`config.mk`:
```
export PLATFORM = sky130hd
export DESIGN_NAME = ppf_front
export DESIGN_NICKNAME = d
export VERILOG_FILES = /design/src/assert_macros.svh /design/src/ppf_pkg.sv /design/src/ppf_front.sv
export SDC_FILE = /design/constraint.sdc
export NUM_CORES = 1
export LEC_CHECK = 0
export ABC_AREA = 1
export BUFFER_PORTS_ARGS = -buffer_cell sky130_fd_sc_hd__buf_2
export CAP_MARGIN = 30
export CELL_PAD_IN_SITES_DETAIL_PLACEMENT = 2
export CELL_PAD_IN_SITES_GLOBAL_PLACEMENT = 2
export CORE_MARGIN = 5
export CORE_UTILIZATION = 38
export CTS_CLUSTER_DIAMETER = 150
export DETAILED_ROUTE_END_ITERATION = 6
export GPL_TIMING_DRIVEN = 0
export PLACE_DENSITY_LB_ADDON = 0.1
export SLEW_MARGIN = 20
export SYNTH_ARGS = -nofsm -noshare
export SYNTH_HDL_FRONTEND = slang
export SYNTH_SLANG_ARGS = --single-unit
```
`constraint.sdc`:
```
create_clock -name clk -period 12.35 [get_ports clk]
set_input_delay 0.6175 -clock clk [delete_from_list [all_inputs] [get_ports clk]]
set_output_delay 0.6175 -clock clk [all_outputs]
set_load 0.1 [all_outputs]
```
`src/assert_macros.svh`:
```
// assertion macros shared by the pixel fetch modules
`ifndef ASSERT_MACROS_SVH
`define ASSERT_MACROS_SVH

// same-cycle implication, checked on every rising clk edge outside reset
`define PPF_ASSERT_NOW(lbl, ante, cons, msg) \
	lbl: assert property (@(posedge clk) disable iff (!arst_n) (ante) |-> (cons)) \
		else $error(msg);

// next-cycle implication
`define PPF_ASSERT_NEXT(lbl, ante, cons, msg) \
	lbl: assert property (@(posedge clk) disable iff (!arst_n) (ante) |=> (cons)) \
		else $error(msg);

`endif

```
`src/ppf_pkg.sv`:
```
// types, constants and helper functions of the packed pixel fetch block
`timescale 1ns / 1ps
package ppf_pkg;

	localparam int DEF_STORE_BYTES     = 16384;
	localparam int DEF_PALETTE_ENTRIES = 16;
	localparam int QUEUE_DEPTH         = 4;

	localparam int CFG_IW  = 2;
	localparam int CFG_DW  = 15;
	localparam int BPP_W   = 6;
	localparam int DIM_W   = 14;
	localparam int SIZE_W  = 15;
	localparam int DIV_W   = 15;
	localparam int PROD_W  = 29;
	localparam int CALC_W  = 32;

	localparam logic [BPP_W-1:0] BPP_RESET = 6'd24;
	localparam logic [BPP_W-1:0] BPP_1     = 6'd1;
	localparam logic [BPP_W-1:0] BPP_2     = 6'd2;
	localparam logic [BPP_W-1:0] BPP_4     = 6'd4;
	localparam logic [BPP_W-1:0] BPP_8     = 6'd8;
	localparam logic [BPP_W-1:0] BPP_24    = 6'd24;

	typedef enum logic [1:0] {
		RQ_WBYTE = 2'd0,
		RQ_WPAL  = 2'd1,
		RQ_RAW   = 2'd2,
		RQ_COLOR = 2'd3
	} rq_t;

	typedef enum logic [1:0] {
		ST_OK     = 2'd0,
		ST_UNSUP  = 2'd1,
		ST_RANGE  = 2'd2
	} st_t;

	typedef enum logic [1:0] {
		CFG_BPP    = 2'd0,
		CFG_WIDTH  = 2'd1,
		CFG_HEIGHT = 2'd2,
		CFG_SIZE   = 2'd3
	} cfg_idx_t;

	typedef enum logic [2:0] {
		DEP_1,
		DEP_2,
		DEP_4,
		DEP_8,
		DEP_24,
		DEP_NONE
	} dep_t;

	typedef enum logic [1:0] {
		OP_WBYTE,
		OP_WPAL,
		OP_READ,
		OP_ERR
	} op_t;

	typedef enum logic [2:0] {
		BS_IDLE,
		BS_B0,
		BS_B1,
		BS_B2,
		BS_PAL
	} bst_t;

	typedef struct packed {
		rq_t               req_type;
		logic [13:0]       byte_address;
		logic [7:0]        byte_value;
		logic [3:0]        palette_index;
		logic [31:0]       palette_value;
		logic [13:0]       col_x;
		logic [13:0]       row_y;
	} req_t;

	typedef struct packed {
		logic [31:0] value;
		st_t         status;
	} res_t;

	// live image geometry seen by the front end
	typedef struct packed {
		logic [BPP_W-1:0]  bpp;
		logic [DIM_W-1:0]  width;
		logic [DIV_W-1:0]  stride;
	} geom_t;

	// classified work item, minus its store address
	typedef struct packed {
		op_t         op;
		st_t         status;
		logic        color;
		dep_t        dep;
		logic [2:0]  xpos;
		logic [7:0]  bval;
		logic [3:0]  pidx;
		logic [31:0] pval;
	} qctl_t;

	function automatic dep_t dep_of(input logic [BPP_W-1:0] bpp);
		dep_t d;
		d = DEP_NONE;
		if (bpp == BPP_1)
			d = DEP_1;
		else if (bpp == BPP_2)
			d = DEP_2;
		else if (bpp == BPP_4)
			d = DEP_4;
		else if (bpp == BPP_8)
			d = DEP_8;
		else if (bpp == BPP_24)
			d = DEP_24;
		return d;
	endfunction

	// msb-first pixel pick out of one store byte
	function automatic logic [7:0] px_extract(input logic [7:0] b, input dep_t d,
			input logic [2:0] xp);
		logic [7:0] r;
		r = '0;
		unique case (d)
			DEP_1:   r = (b >> ~xp) & 8'b00000001;
			DEP_2:   r = (b >> {~xp[1:0], 1'b0}) & 8'b00000011;
			DEP_4:   r = (b >> {~xp[0], 2'b00}) & 8'b00001111;
			DEP_8:   r = b;
			default: r = '0;
		endcase
		return r;
	endfunction

endpackage

```
`src/ppf_front.sv`:
```
// front end: address arithmetic, range and depth checks, queue entry build
`timescale 1ns / 1ps
module ppf_front import ppf_pkg::*; #(
	parameter int STORE_BYTES = DEF_STORE_BYTES,
	parameter int AW          = $clog2(STORE_BYTES)
) (
	input  logic          clk,
	input  logic          arst_n,
	input  logic          accept,
	input  req_t          req,
	input  geom_t         geom,
	output logic          vld,
	output logic          push,
	output logic [AW-1:0] addr,
	output qctl_t         ctl
);

	localparam logic [CALC_W-1:0] LIMIT = CALC_W'(STORE_BYTES);

	dep_t              dep_in;
	logic [DIV_W-1:0]  factor;
	logic [PROD_W-1:0] prod_in;

	logic              vld_s1;
	req_t              req_s1;
	dep_t              dep_s1;
	logic [PROD_W-1:0] prod_s1;

	logic [CALC_W-1:0] sum;
	logic [CALC_W-1:0] base24;
	logic [CALC_W-1:0] last24;
	logic [CALC_W-1:0] addr_pk;
	logic [DIM_W-1:0]  xs;
	logic [CALC_W-1:0] waddr;

	// row term: y * width for 24-bit, y * stride for packed depths
	always_comb begin
		dep_in  = dep_of(geom.bpp);
		factor  = (dep_in == DEP_24) ? {1'b0, geom.width} : geom.stride;
		prod_in = {{(PROD_W-DIM_W){1'b0}}, req.row_y} * {{(PROD_W-DIV_W){1'b0}}, factor};
	end

	always_ff @(posedge clk or negedge arst_n) begin
		if (!arst_n)
			vld_s1 <= 1'b0;
		else
			vld_s1 <= accept;
	end

	always_ff @(posedge clk) begin
		if (accept) begin
			req_s1  <= req;
			dep_s1  <= dep_in;
			prod_s1 <= prod_in;
		end
	end

	always_comb begin
		unique case (dep_s1)
			DEP_1:   xs = req_s1.col_x >> 3;
			DEP_2:   xs = req_s1.col_x >> 2;
			DEP_4:   xs = req_s1.col_x >> 1;
			default: xs = req_s1.col_x;
		endcase
		sum     = CALC_W'(prod_s1) + CALC_W'(req_s1.col_x);
		base24  = sum + (sum << 1);
		last24  = base24 + CALC_W'(2);
		addr_pk = CALC_W'(prod_s1) + CALC_W'(xs);
		waddr   = CALC_W'(req_s1.byte_address);

		ctl.op     = OP_ERR;
		ctl.status = ST_OK;
		ctl.color  = req_s1.req_type == RQ_COLOR;
		ctl.dep    = dep_s1;
		ctl.xpos   = req_s1.col_x[2:0];
		ctl.bval   = req_s1.byte_value;
		ctl.pidx   = req_s1.palette_index;
		ctl.pval   = req_s1.palette_value;
		addr       = '0;

		unique case (req_s1.req_type)
			RQ_WBYTE: begin
				addr = waddr[AW-1:0];
				if (waddr < LIMIT)
					ctl.op = OP_WBYTE;
				else
					ctl.status = ST_RANGE;
			end
			RQ_WPAL: begin
				ctl.op = OP_WPAL;
			end
			RQ_RAW, RQ_COLOR: begin
				// depth check wins over the address check
				if (dep_s1 == DEP_NONE || (ctl.color && dep_s1 == DEP_8)) begin
					ctl.status = ST_UNSUP;
				end else if (dep_s1 == DEP_24) begin
					addr = base24[AW-1:0];
					if (last24 < LIMIT)
						ctl.op = OP_READ;
					else
						ctl.status = ST_RANGE;
				end else begin
					addr = addr_pk[AW-1:0];
					if (addr_pk < LIMIT)
						ctl.op = OP_READ;
					else
						ctl.status = ST_RANGE;
				end
			end
		endcase
	end

	assign push = vld_s1;
	assign vld  = vld_s1;

endmodule

```
# Word level (Yosys, flattened, before mapping)
# Cells that the tools add are included.
word_totals:
  elab_cells: 54
  input_bits: 126
  output_inout_bits: 71
  regBits: 107
classes:
  n_reduce_logical: 5
  mux: 19
  mul: 1
  n_eq_ne: 14
  addsub: 4
  order_cmp: 2
ops:
  columns: ["operator", "count"]
  rows:
  - ["adder 29 x 14 -> 30 bit", 2]
  - ["case mux 14 bit (3 select lines)", 1]
  - ["adder 30 x 31 -> 32 bit", 1]
  - ["adder 32 x 2 -> 32 bit (second input constant)", 1]
  - ["less-than comparator 32 x 15 -> 1 bit (second input constant)", 1]
  - ["less-than comparator 30 x 15 -> 1 bit (second input constant)", 1]
  - ["multiplier 14 x 15 -> 29 bit", 1]
  - ["two-way mux 14 bit", 2]
  - ["case mux 14 bit (2 select lines)", 1]
  - ["two-way mux 15 bit", 1]
  - ["two-way mux 3 bit", 4]
  - ["two-way mux 2 bit", 5]
  - ["== test 3 bit (second input constant)", 3]
  - ["== test 3 x 2 -> 1 bit (second input constant)", 2]
  - ["== test 6 x 1 -> 1 bit (second input constant)", 1]
  - ["== test 6 x 2 -> 1 bit (second input constant)", 1]
  - ["== test 6 x 3 -> 1 bit (second input constant)", 1]
  - ["== test 6 x 4 -> 1 bit (second input constant)", 1]
  - ["== test 6 x 5 -> 1 bit (second input constant)", 1]
  - ["case mux 2 bit (3 select lines)", 1]
  - ["== test 2 bit (second input constant)", 2]
  - ["two-way mux 4 bit", 1]
  - ["== test 3 x 1 -> 1 bit (second input constant)", 1]
  - ["zero test 3 bit", 1]
  - ["other kinds (6)", 8]

# Logic depth before layout (Yosys ltp)
# Gate-level depths: netlist of run 1.
logic_depth:
  depth_word: 9
  ltp_mapped: 35
  mapped_depth_nobuf: 34

# Least setup slack after synthesis of run 1
# Ideal clock, no wire load.
synth_path:
  path_kind: "in2reg"
  startpoint: "in geom[29] in the netlist's numbering"
  endpoint: "reg prod_s1[28], data pin"
  stages: 34
  setup_time_ps: 260
  required_time_ps: 12090
  t_arrival_ps: 7057
  path_slack_ps: 5033
  n_path_buf: 1
  path_cell_list: "nor2_1 > inv_1 > nor3_1 > nand3b_1 > clkbuf_1 > o21ai_1 > nor2_1 > fa_1 > inv_1 > fa_1 > inv_1 > fa_1 > inv_1 > fa_1 > inv_1 > fa_1 > inv_1 > fa_1 > inv_1 > ha_1 > a21oi_1 > inv_1 > a31oi_1 > nor2_1 > nor2_1 > o21ai_0 > a21oi_1 > inv_1 > a21oi_1 > o21ai_0 > a21oi_1 > nor2_1 > nor2_1 > xnor2_1"
synth_via:
  elab_chain_len: 9
  elab_cells_between_ends: 13
  cone_classes: "1 x mul; 6 x eq/ne; 6 x mux"
synth_lines:
  columns: ["item", "line", "source"]
  rows:
  - ["start, declared", "ppf_front.sv:11", "input geom_t geom,"]
  - ["== test 6 x 5 -> 1 bit", "ppf_pkg.sv:114", "else if (bpp == BPP_24)"]
  - ["two-way mux 1 bit", "ppf_pkg.sv:114", null]
  - ["two-way mux 3 bit", "ppf_pkg.sv:112", "else if (bpp == BPP_8)"]
  - ["two-way mux 3 bit", "ppf_pkg.sv:110", "else if (bpp == BPP_4)"]
  - ["two-way mux 3 bit", "ppf_pkg.sv:108", "else if (bpp == BPP_2)"]
  - ["two-way mux 3 bit (*)", "ppf_pkg.sv:106", "if (bpp == BPP_1)"]
  - ["== test 3 bit (*)", "ppf_front.sv:39", "factor = (dep_in == DEP_24) ? {1'b0, geom.width} : geom.stride;"]
  - ["two-way mux 15 bit (*)", "ppf_front.sv:39", null]
  - ["multiplier 14 x 15 -> 29 bit (*)", "ppf_front.sv:40", "prod_in = {{(PROD_W-DIM_W){1'b0}}, req.row_y} * {{(PROD_W-DIV_W){1'b0}}, factor};"]
  - ["via prod_in[28]", "ppf_front.sv:22", "logic [PROD_W-1:0] prod_in;"]
  - ["end signal, assigned", "ppf_front.sv:54", "prod_s1 <= prod_in;"]
  - ["end, declared", "ppf_front.sv:27", "logic [PROD_W-1:0] prod_s1;"]
# Mark *: on every way through the listed nets, which the timed path passes. The rest lies on a longest branch.
# A chain may end at the register's enable or synchronous reset.

# Worst setup path after layout of run 1
# Ends and elaborated chain as after synthesis.

==> impl_metrics.tcl, run 1 <==
set metrics [dict create \
    status "finished, final reports clean" \
    grt_use_total_pct 24.38 \
    fp.coreArea_mm2 0.04001 \
    tightest_slew_ns 1.073 \
    crit_arrival_ns 8.82 \
    crit_type "in2reg" \
    yosysTopAreaCellShare_pct 20.60 \
    rows 73 \
    synthFlopType "edfxtp_1" \
    critPathLaunchType "input pin" \
    worst_setup_path_end_kind "register" \
    grt_overflow_total 0 \
    syn_inst 1966 \
    synth_edf_count 106 \
    dp.cells 2691 \
    syn_to_final_growth_pct 13.27 \
    synth_top_family_by_area "adder cells" \
    yosys.area_share.simple_pct 22.49 \
    ctsHoldBuffers 1 \
    period_minus_slack_ns 8.686 \
    antenna_found_initial 4 \
    die_y_um 211.6 \
    cap_violations 0 \
    tritoncts "built" \
    yosysMostFrequentCell "nand2_1" \
    setup_viol 0 \
    crit_top_cell "inv_1" \
    cpMaxStageDelayCell "o21ai_1" \
    ioPinCount 197 \
    synth_seq_cells 107 \
    multi_input_area_mm2 0.01038 \
    htree_levels 3 \
    max_freq_mhz 115.1 \
    cts.path.max_buffers 2 \
    synth_area_mm2 0.01545 \
    fin_util_pct 43.74 \
    via_count 13890 \
    rsz0062_at_grt "false" \
    synth.distinct_cells 50 \
    grt_pass1_wl_mm 86.49 \
    final_nets 2614 \
    drive_above_1_share_pct 15.28 \
    die_area_mm2 0.04479 \
    synth_compound_area_share_pct 8.302 \
    path_clk_slew_ns 0.09 \
    via_per_inst 5.117 \
    drt_iter0_drc 472 \
    yosysWarnings 0 \
    initial_core_util_pct 38.62 \
    crit_required_ns 12.48 \
    clockRootBuffer "clkbuf_16" \
    cts_buffers 9 \
    cpPeakStageDelay_ns 0.88 \
    routed_wl_mm 54.12 \
    nFillCells 4720 \
    wire_per_inst_um 19.93 \
    slew_viol_final 0 \
    cts_setup_buffers 0 \
    synth_area_per_cell_um2 7.858 \
    die_x_um 211.6 \
    post_cts_resized 0 \
    drt_first_pass_iters 5 \
    synth-xor-area-share_pct 3.912 \
    grt_pass1_vias 16350 \
    async_flop_share_pct 0.9346 \
    place.port_buffers 195 \
    finalSetupTns_ns 0 \
    synthAdderAreaFrac_pct 32.45 \
    dp_hpwl_mm 47.06 \
    crit_fanout 10 \
    hold_viol 0 \
    synth_top_area_cell "edfxtp_1" \
    synthTopCellsByArea "edfxtp_1 21%, fa_1 20%, ha_1 12%, nand2_1 10%, inv_1 8.7%" \
    final-seq-area_mm2 0.003208 \
    worstHoldPathType "in2reg" \
    synth_fp_nets 2399 \
    muxShareOfSynthArea_pct 0 \
    antenna_left 0 \
    slew-limit-headroom_pct 27.98 \
    final_cells 2715 \
    place_congestion 0.8699 \
    yosys-top-cells-count "430 x nand2_1, 359 x inv_1, 196 x nor2_1" \
    drcViolationCount 0 \
    period_share_pct 70.33 \
    grt_max_degree 78 \
    ys_seq_area_share_pct 20.77 \
    cts.sinks 107 \
]
[cells by family (layout without fill, tap and decap cells)]
group / after synthesis / in the layout
AO/OA/AOI/OAI: 221 / 221
AND/OR/NAND/NOR: 814 / 814
other: 0 / 4
XOR/XNOR: 69 / 69
buffers and inverters: 448 / 668
adder cells (fa/ha/maj): 307 / 307
flip-flops: 107 / 107
[layout by cell type, fill, tap and decap left out, drive strengths merged, types with 34 or more instances in the layout]
master	n
clkbuf	34
o21ai	59
buf	252
xor2	53
nor2	203
fa	156
nand3	97
inv	371
nand2	459
ha	151
a21oi	102
edfxtp	106
[worst paths after layout]
path,from,end,slack (ns),depth (start not counted)
max in group asynchronous,arst_n,push,11.73,2
setup / recovery,geom[29],prod_s1[28],3.66,35
hold / removal,req[50],ctl[22],0.40,1
min in group asynchronous,arst_n,push,0.54,2
[state kept, by name, summed over array words and instances (netlist names)]
name,cells
req_s1,27
prod_s1,29
ctl,47
dep_s1,3
push,1
[metal layers]
metal  global-route usage (%)  part of all wire [%]
met4                    8.130                   3.3
met3                    3.127                   2.8
met1                    28.43                    41
met5                        0                     0
met2                    45.98                    53
[critical path: cells and delay by family]
kind	cells	cell delay (ns)
fa+ha+maj	7	3.51
compound gates	8	2.44
simple gates	8	1.24
buf+inv	11	0.92
xor+xnor	1	0.07
[area by class of cell]
class	instances	area share, %
Clock inverter	7	0.4791
Timing Repair Buffer	204	6.113
Buffer	74	2.646
Clock buffer	9	1.287
Tap cell	525	3.754
Inverter	374	8.022
Multi-Input combinational cell	1411	59.31
Sequential cell	107	18.33
Antenna cell	4	0.05720
[metrics by stage]
| step | cell area, um^2 | setup slack [ns] | hold WS [ns] |
|---|---|---|---|
| finish | 17500 | 3.664 | 0.3965 |
| global route | 17500 | 3.039 | 0.3693 |
| CTS | 17470 | 3.600 | 0.3763 |
| detailed placement | 17150 | 3.144 | 0.3942 |
| global placement | 17080 | 3.649 | 0.3929 |
| floorplan | 15450 | 5.033 | 0.3219 |
Power of run 1 is not shown: default switching activity piles up to over one toggle a cycle in this logic, so the estimate is an artifact.
==> inputs of run 2 (changes only) <==
ABC_AREA = 0   (was 1)
CORE_UTILIZATION = 34   (was 38)
clock period = 7.7 ns   (was 12.35 ns; I/O delays follow)
==> run 2 against run 1 <==
Against the previous run: critical path depth decreased by 4; final cell count decreased by 9.2%; synthesized cell count decreased by 17%; utilization decreased by 3.9 points; first-iteration DRC count decreased by 25%; synthesized area decreased by 1.5%; via count decreased by 11%; wire length decreased by 10%; die area increased by 9.6%; sequential share of layout area decreased by 0.13 points; clock-buffer cell count increased by 1; critical endpoint is now prod_s1[27].
==> impl_metrics.tcl, run 2 <==
set metrics [dict create \
    synthFlopType "edfxtp_1" \
    slew_viol_final 0 \
    place.port_buffers 195 \
    synth_seq_cells 107 \
    period_minus_slack_ns 7.511 \
    cts.path.max_buffers 2 \
    drive_above_1_share_pct 18.91 \
    antenna_left 0 \
    max_freq_mhz 133.1 \
    antenna_found_initial 1 \
    status "finished, final reports clean" \
    crit_family "adder cells" \
    cts_buffers 9 \
    htree_levels 3 \
    hold_viol 0 \
    crit_fanout 5 \
    tritoncts "built" \
    layout_commonest_cell "buf_2" \
    crit_end "prod_s1[27]" \
    crit_top_cell "fa_1" \
    cpPeakStageDelay_ns 0.56 \
    crit_arrival_ns 7.64 \
    cp.depth 31 \
    yosys-top-cells-count "194 x inv_1, 192 x nand2_1, 156 x fa_1" \
    critPathBufInv 9 \
    crit_required_ns 7.83 \
    syn_to_final_growth_pct 15.88 \
    die_x_um 221.5 \
    place_congestion 0.8464 \
    drt_first_pass_iters 4 \
    final_cells 2464 \
    grt_overflow_total 0 \
    fin_util_pct 39.86 \
    antenna_cells 0 \
    routed_wl_mm 48.64 \
    initial_core_util_pct 34.40 \
    dp.cells 2430 \
    drcViolationCount 0 \
    grt_pass1_wl_mm 77.59 \
    slew-limit-headroom_pct 49.55 \
    largest_register_ffs 47 \
    yosysTopAreaCellShare_pct 20.93 \
    yosysWarnings 0 \
    worstHoldPathType "in2reg" \
    via_per_inst 5.046 \
    via_count 12430 \
    synth.distinct_cells 71 \
    whs_path_depth 1 \
    clockRootBuffer "clkbuf_16" \
    fp.coreArea_mm2 0.04422 \
    crit_type "in2reg" \
    grt_use_total_pct 19.59 \
    worst_setup_path_end_kind "register" \
    critPathLaunchType "input pin" \
    synth_area_mm2 0.01521 \
    setup_viol 0 \
    layout_common_cells "195 x buf_2, 191 x nand2_1, 189 x inv_1" \
    die_y_um 221.5 \
    synth_area_per_cell_um2 9.269 \
    ys_seq_area_share_pct 21.09 \
    cts.sinks 107 \
    rows 77 \
    grt_max_degree 85 \
    wire_per_inst_um 19.74 \
    path_clk_slew_ns 0.08 \
    period_share_pct 97.55 \
    synth_edf_count 106 \
    cap_violations 0 \
    drt_iter0_drc 352 \
    cpMaxStageDelayCell "fa_1" \
    dp_hpwl_mm 40.41 \
    yosysMostFrequentCell "inv_1" \
    tightest_slew_ns 0.7568 \
    ioPinCount 197 \
    async_flop_share_pct 0.9346 \
    final_nets 2300 \
    grt_pass1_vias 14200 \
    syn_inst 1641 \
    crit_start "geom[31]" \
    synth_top_area_cell "edfxtp_1" \
    die_area_mm2 0.04907 \
    synthTopCellsByArea "edfxtp_1 21%, fa_1 21%, ha_1 12%, inv_1 4.8%, nand2_1 4.7%" \
    synth_fp_nets 2074 \
]
==> run 2: cell types whose count changed after synthesis, moves of 19 or more <==
cell | before | now
mux2_2 | 0 | 19
a21o_1 | 3 | 27
and2_1 | 0 | 97
mux2i_1 | 0 | 20
nor2_1 | 196 | 74
xor2_1 | 53 | 29
clkbuf_1 | 23 | 54
nand2_2 | 27 | 0
xnor2_1 | 16 | 57
nand3_1 | 89 | 24
nand2_1 | 430 | 192
and3_1 | 2 | 31
a21oi_1 | 100 | 71
inv_1 | 359 | 194
==> run 2: worst min path at each step <==
stage / end / startpoint
6_report: ctl[26] / req[54]
5_1_grt: ctl[16] / req[44]
4_1_cts: ctl[26] / req[54]
3_5_place_dp: push / arst_n
3_3_place_gp: push / arst_n
2_1_floorplan: push / arst_n
==> run 2: area by class of cell <==
type	count	area [um^2]
Clock buffer	10	239.0
Tap cell	592	740.7
Inverter	194	728.2
Multi-Input combinational cell	1229	10750
Clock inverter	6	67.56
Buffer	108	698.2
Fill cell	4884	26590
Timing Repair Buffer	218	1195
Sequential cell	107	3208
==> run 2: cells by family after synthesis <==
family | after synthesis | synth area share (%)
flops | 107 | 21.09
fa+ha+maj | 307 | 32.95
simple gates | 521 | 16.98
xor+xnor | 88 | 5.215
mux | 39 | 2.723
buf+inv | 305 | 8.900
compound gates | 274 | 12.14
==> run 2: repair_timing <==
| action | CTS | global route |
|---|---|---|
| endpoints found under the setup margin | 10 | 6 |
| hold buffers | 1 | 0 |
| hold endpoints to repair | 1 | 0 |
| pin swaps | 16 | 33 |
| setup buffers | 12 | 7 |
| cloned | 1 | 0 |
| gates resized for setup | 38 | 32 |
==> run 2: metrics by stage <==
step	hold WS [ns]	worst slack (ns)	instance area, um^2	setup TNS (ns)
6_report	0.1732	0.1888	17630	0
5_1_grt	0.1505	-0.05115	17630	-0.05739
4_1_cts	0.1503	-0.03461	17520	-0.03461
3_5_place_dp	0.1655	-1.259	16980	-8.461
3_3_place_gp	0.1611	-1.092	16930	-6.373
2_1_floorplan	0.08941	0.03226	15210	0
==> run 2: metal layers <==
metal	share of wire (%)	GRT usage, %	vias up	routed length, um
li1	-	-	5946	-
met1	45	25.22	6304	22130
met2	51	35.89	145	24730
met3	2.2	2.238	36	1046
met4	1.5	3.579	2	726
met5	0.014	0	-	7
Power of run 2 is left out for the same reason.
==> inputs of run 3 (changes only) <==
ABC_AREA = 1   (was 0)
CORE_UTILIZATION = 32   (was 34)
==> run 3 against run 2 <==
Against the previous run: global-route usage increased by 0.21 points; via count increased by 9.7%; largest cell class unchanged; final cell count increased by 14%; critical path depth increased by 6; utilization decreased by 2.8 points; die area increased by 7.5%; sequential share of layout area decreased by 0.086 points; hold slack got worse by 0.017 ns; cell area increased by 0.48%; clock-buffer cell count decreased by 1; sequential cell count unchanged; first-iteration DRC count increased by 9.9%.
==> impl_metrics.tcl, run 3 (synthesis results as in run 1) <==
set metrics [dict create \
    drt_iter0_drc 387 \
    clockRootBuffer "clkbuf_16" \
    cpMaxStageDelayCell "fa_1" \
    crit_family "adder cells" \
    rows 80 \
    max_freq_mhz 139.7 \
    nFillCells 5586 \
    via_count 13650 \
    worst_setup_path_end_kind "register" \
    antenna_cells 0 \
    place_congestion 0.8555 \
    worstHoldPathType "in2reg" \
    ioPinCount 197 \
    largest_register_ffs 47 \
    cts.sinks 107 \
    placed_area_mm2 0.01727 \
    hold_viol 0 \
    initial_core_util_pct 32.36 \
    slew-limit-headroom_pct 36.80 \
    grt_overflow_total 0 \
    path_clk_slew_ns 0.09 \
    cts.path.max_buffers 2 \
    place.port_buffers 195 \
    layout_commonest_cell "nand2_1" \
    grt_use_total_pct 19.81 \
    slew_viol_final 0 \
    period_minus_slack_ns 7.158 \
    rsz0062_at_grt "false" \
    layout_common_cells "430 x nand2_1, 359 x inv_1, 195 x nor2_1, 195 x buf_2, 156 x fa_1" \
    antenna_left 0 \
    whs_path_depth 1 \
    critPathLaunchType "input pin" \
    wire_per_inst_um 18.48 \
    die_y_um 229.7 \
    antenna_found_initial 0 \
    period_share_pct 92.96 \
    grt_max_degree 81 \
    die_area_mm2 0.05277 \
    crit_type "in2reg" \
    via_per_inst 4.873 \
    cp.depth 37 \
    routed_wl_mm 51.74 \
    grt_pass1_wl_mm 83.61 \
    critPathBufInv 13 \
    dp_hpwl_mm 45.17 \
    crit_top_cell "inv_1" \
    cap_violations 0 \
    fp.coreArea_mm2 0.04775 \
    crit_required_ns 7.84 \
    status "finished, final reports clean" \
    tritoncts "built" \
    crit_arrival_ns 7.30 \
    die_x_um 229.7 \
    tightest_slew_ns 0.9393 \
    htree_levels 3 \
    drcViolationCount 0 \
    syn_to_final_growth_pct 14.64 \
    cpPeakStageDelay_ns 0.56 \
    crit_fanout 10 \
    cts_buffers 9 \
    drt_first_pass_iters 4 \
    grt_pass1_vias 15670 \
    final_area_mm2 0.01771 \
    final_nets 2613 \
    setup_viol 0 \
    drive_above_1_share_pct 16.06 \
]
run 3: cell types whose count changed in the layout (fill, tap and decap cells not counted), sizes merged, moves of 26 or more:
cell	change
nand2	+267
inv	+173
nor2	+129
and2	-98
nand3	+73
xnor2	-42
a21oi	+30
and3	-29
clkbuf	-26
run 3: routing by layer:
layer | track usage (%) | share of wire (%)
met1 | 24.33 | 44
met2 | 37.19 | 52
met3 | 2.208 | 2.3
met4 | 4.596 | 2.0
met5 | 0 | 0
run 3: final timing paths:
check	start	slack, ns	end
max in group asynchronous	arst_n	7.34	push
worst min-delay path	req[87]	0.16	req_s1[87]
worst max-delay path	geom[29]	0.54	prod_s1[28]
min in group asynchronous	arst_n	0.28	push
run 3: repair_timing:
| item | in CTS | in global routing |
|---|---|---|
| gates resized for setup | 17 | 7 |
| hold buffers | 1 | 0 |
| setup buffers | 0 | 2 |
| endpoints found under the setup margin | 5 | 5 |
| hold endpoints to repair | 1 | 0 |
| pin swaps | 1 | 2 |
run 3: area by class of cell:
cell class	count	area [um^2]	share of cell area [%]
Multi-Input combinational cell	1411	10470	59.12
Sequential cell	107	3208	18.11
Inverter	374	1405	7.934
Timing Repair Buffer	203	1069	6.033
Tap cell	615	769.5	4.345
Buffer	74	469.2	2.649
Clock buffer	9	225.2	1.272
Clock inverter	7	93.84	0.5298
run 3: metrics by stage:
step	setup TNS [ns]	setup WS (ns)	util, %	hold slack, ns	cells
after global routing	0	0.03780	37.09	0.1309	2800
after floorplan	0	0.6155	-	0.08941	1966
after global placement	-4.960	-0.9646	36.01	0.1616	2776
after CTS	0	0.02651	37.02	0.1282	2798
after detailed placement	-5.583	-1.064	36.18	0.1650	2781
final	0	0.5422	37.09	0.1560	2800
Power of run 3 is left out for the same reason.
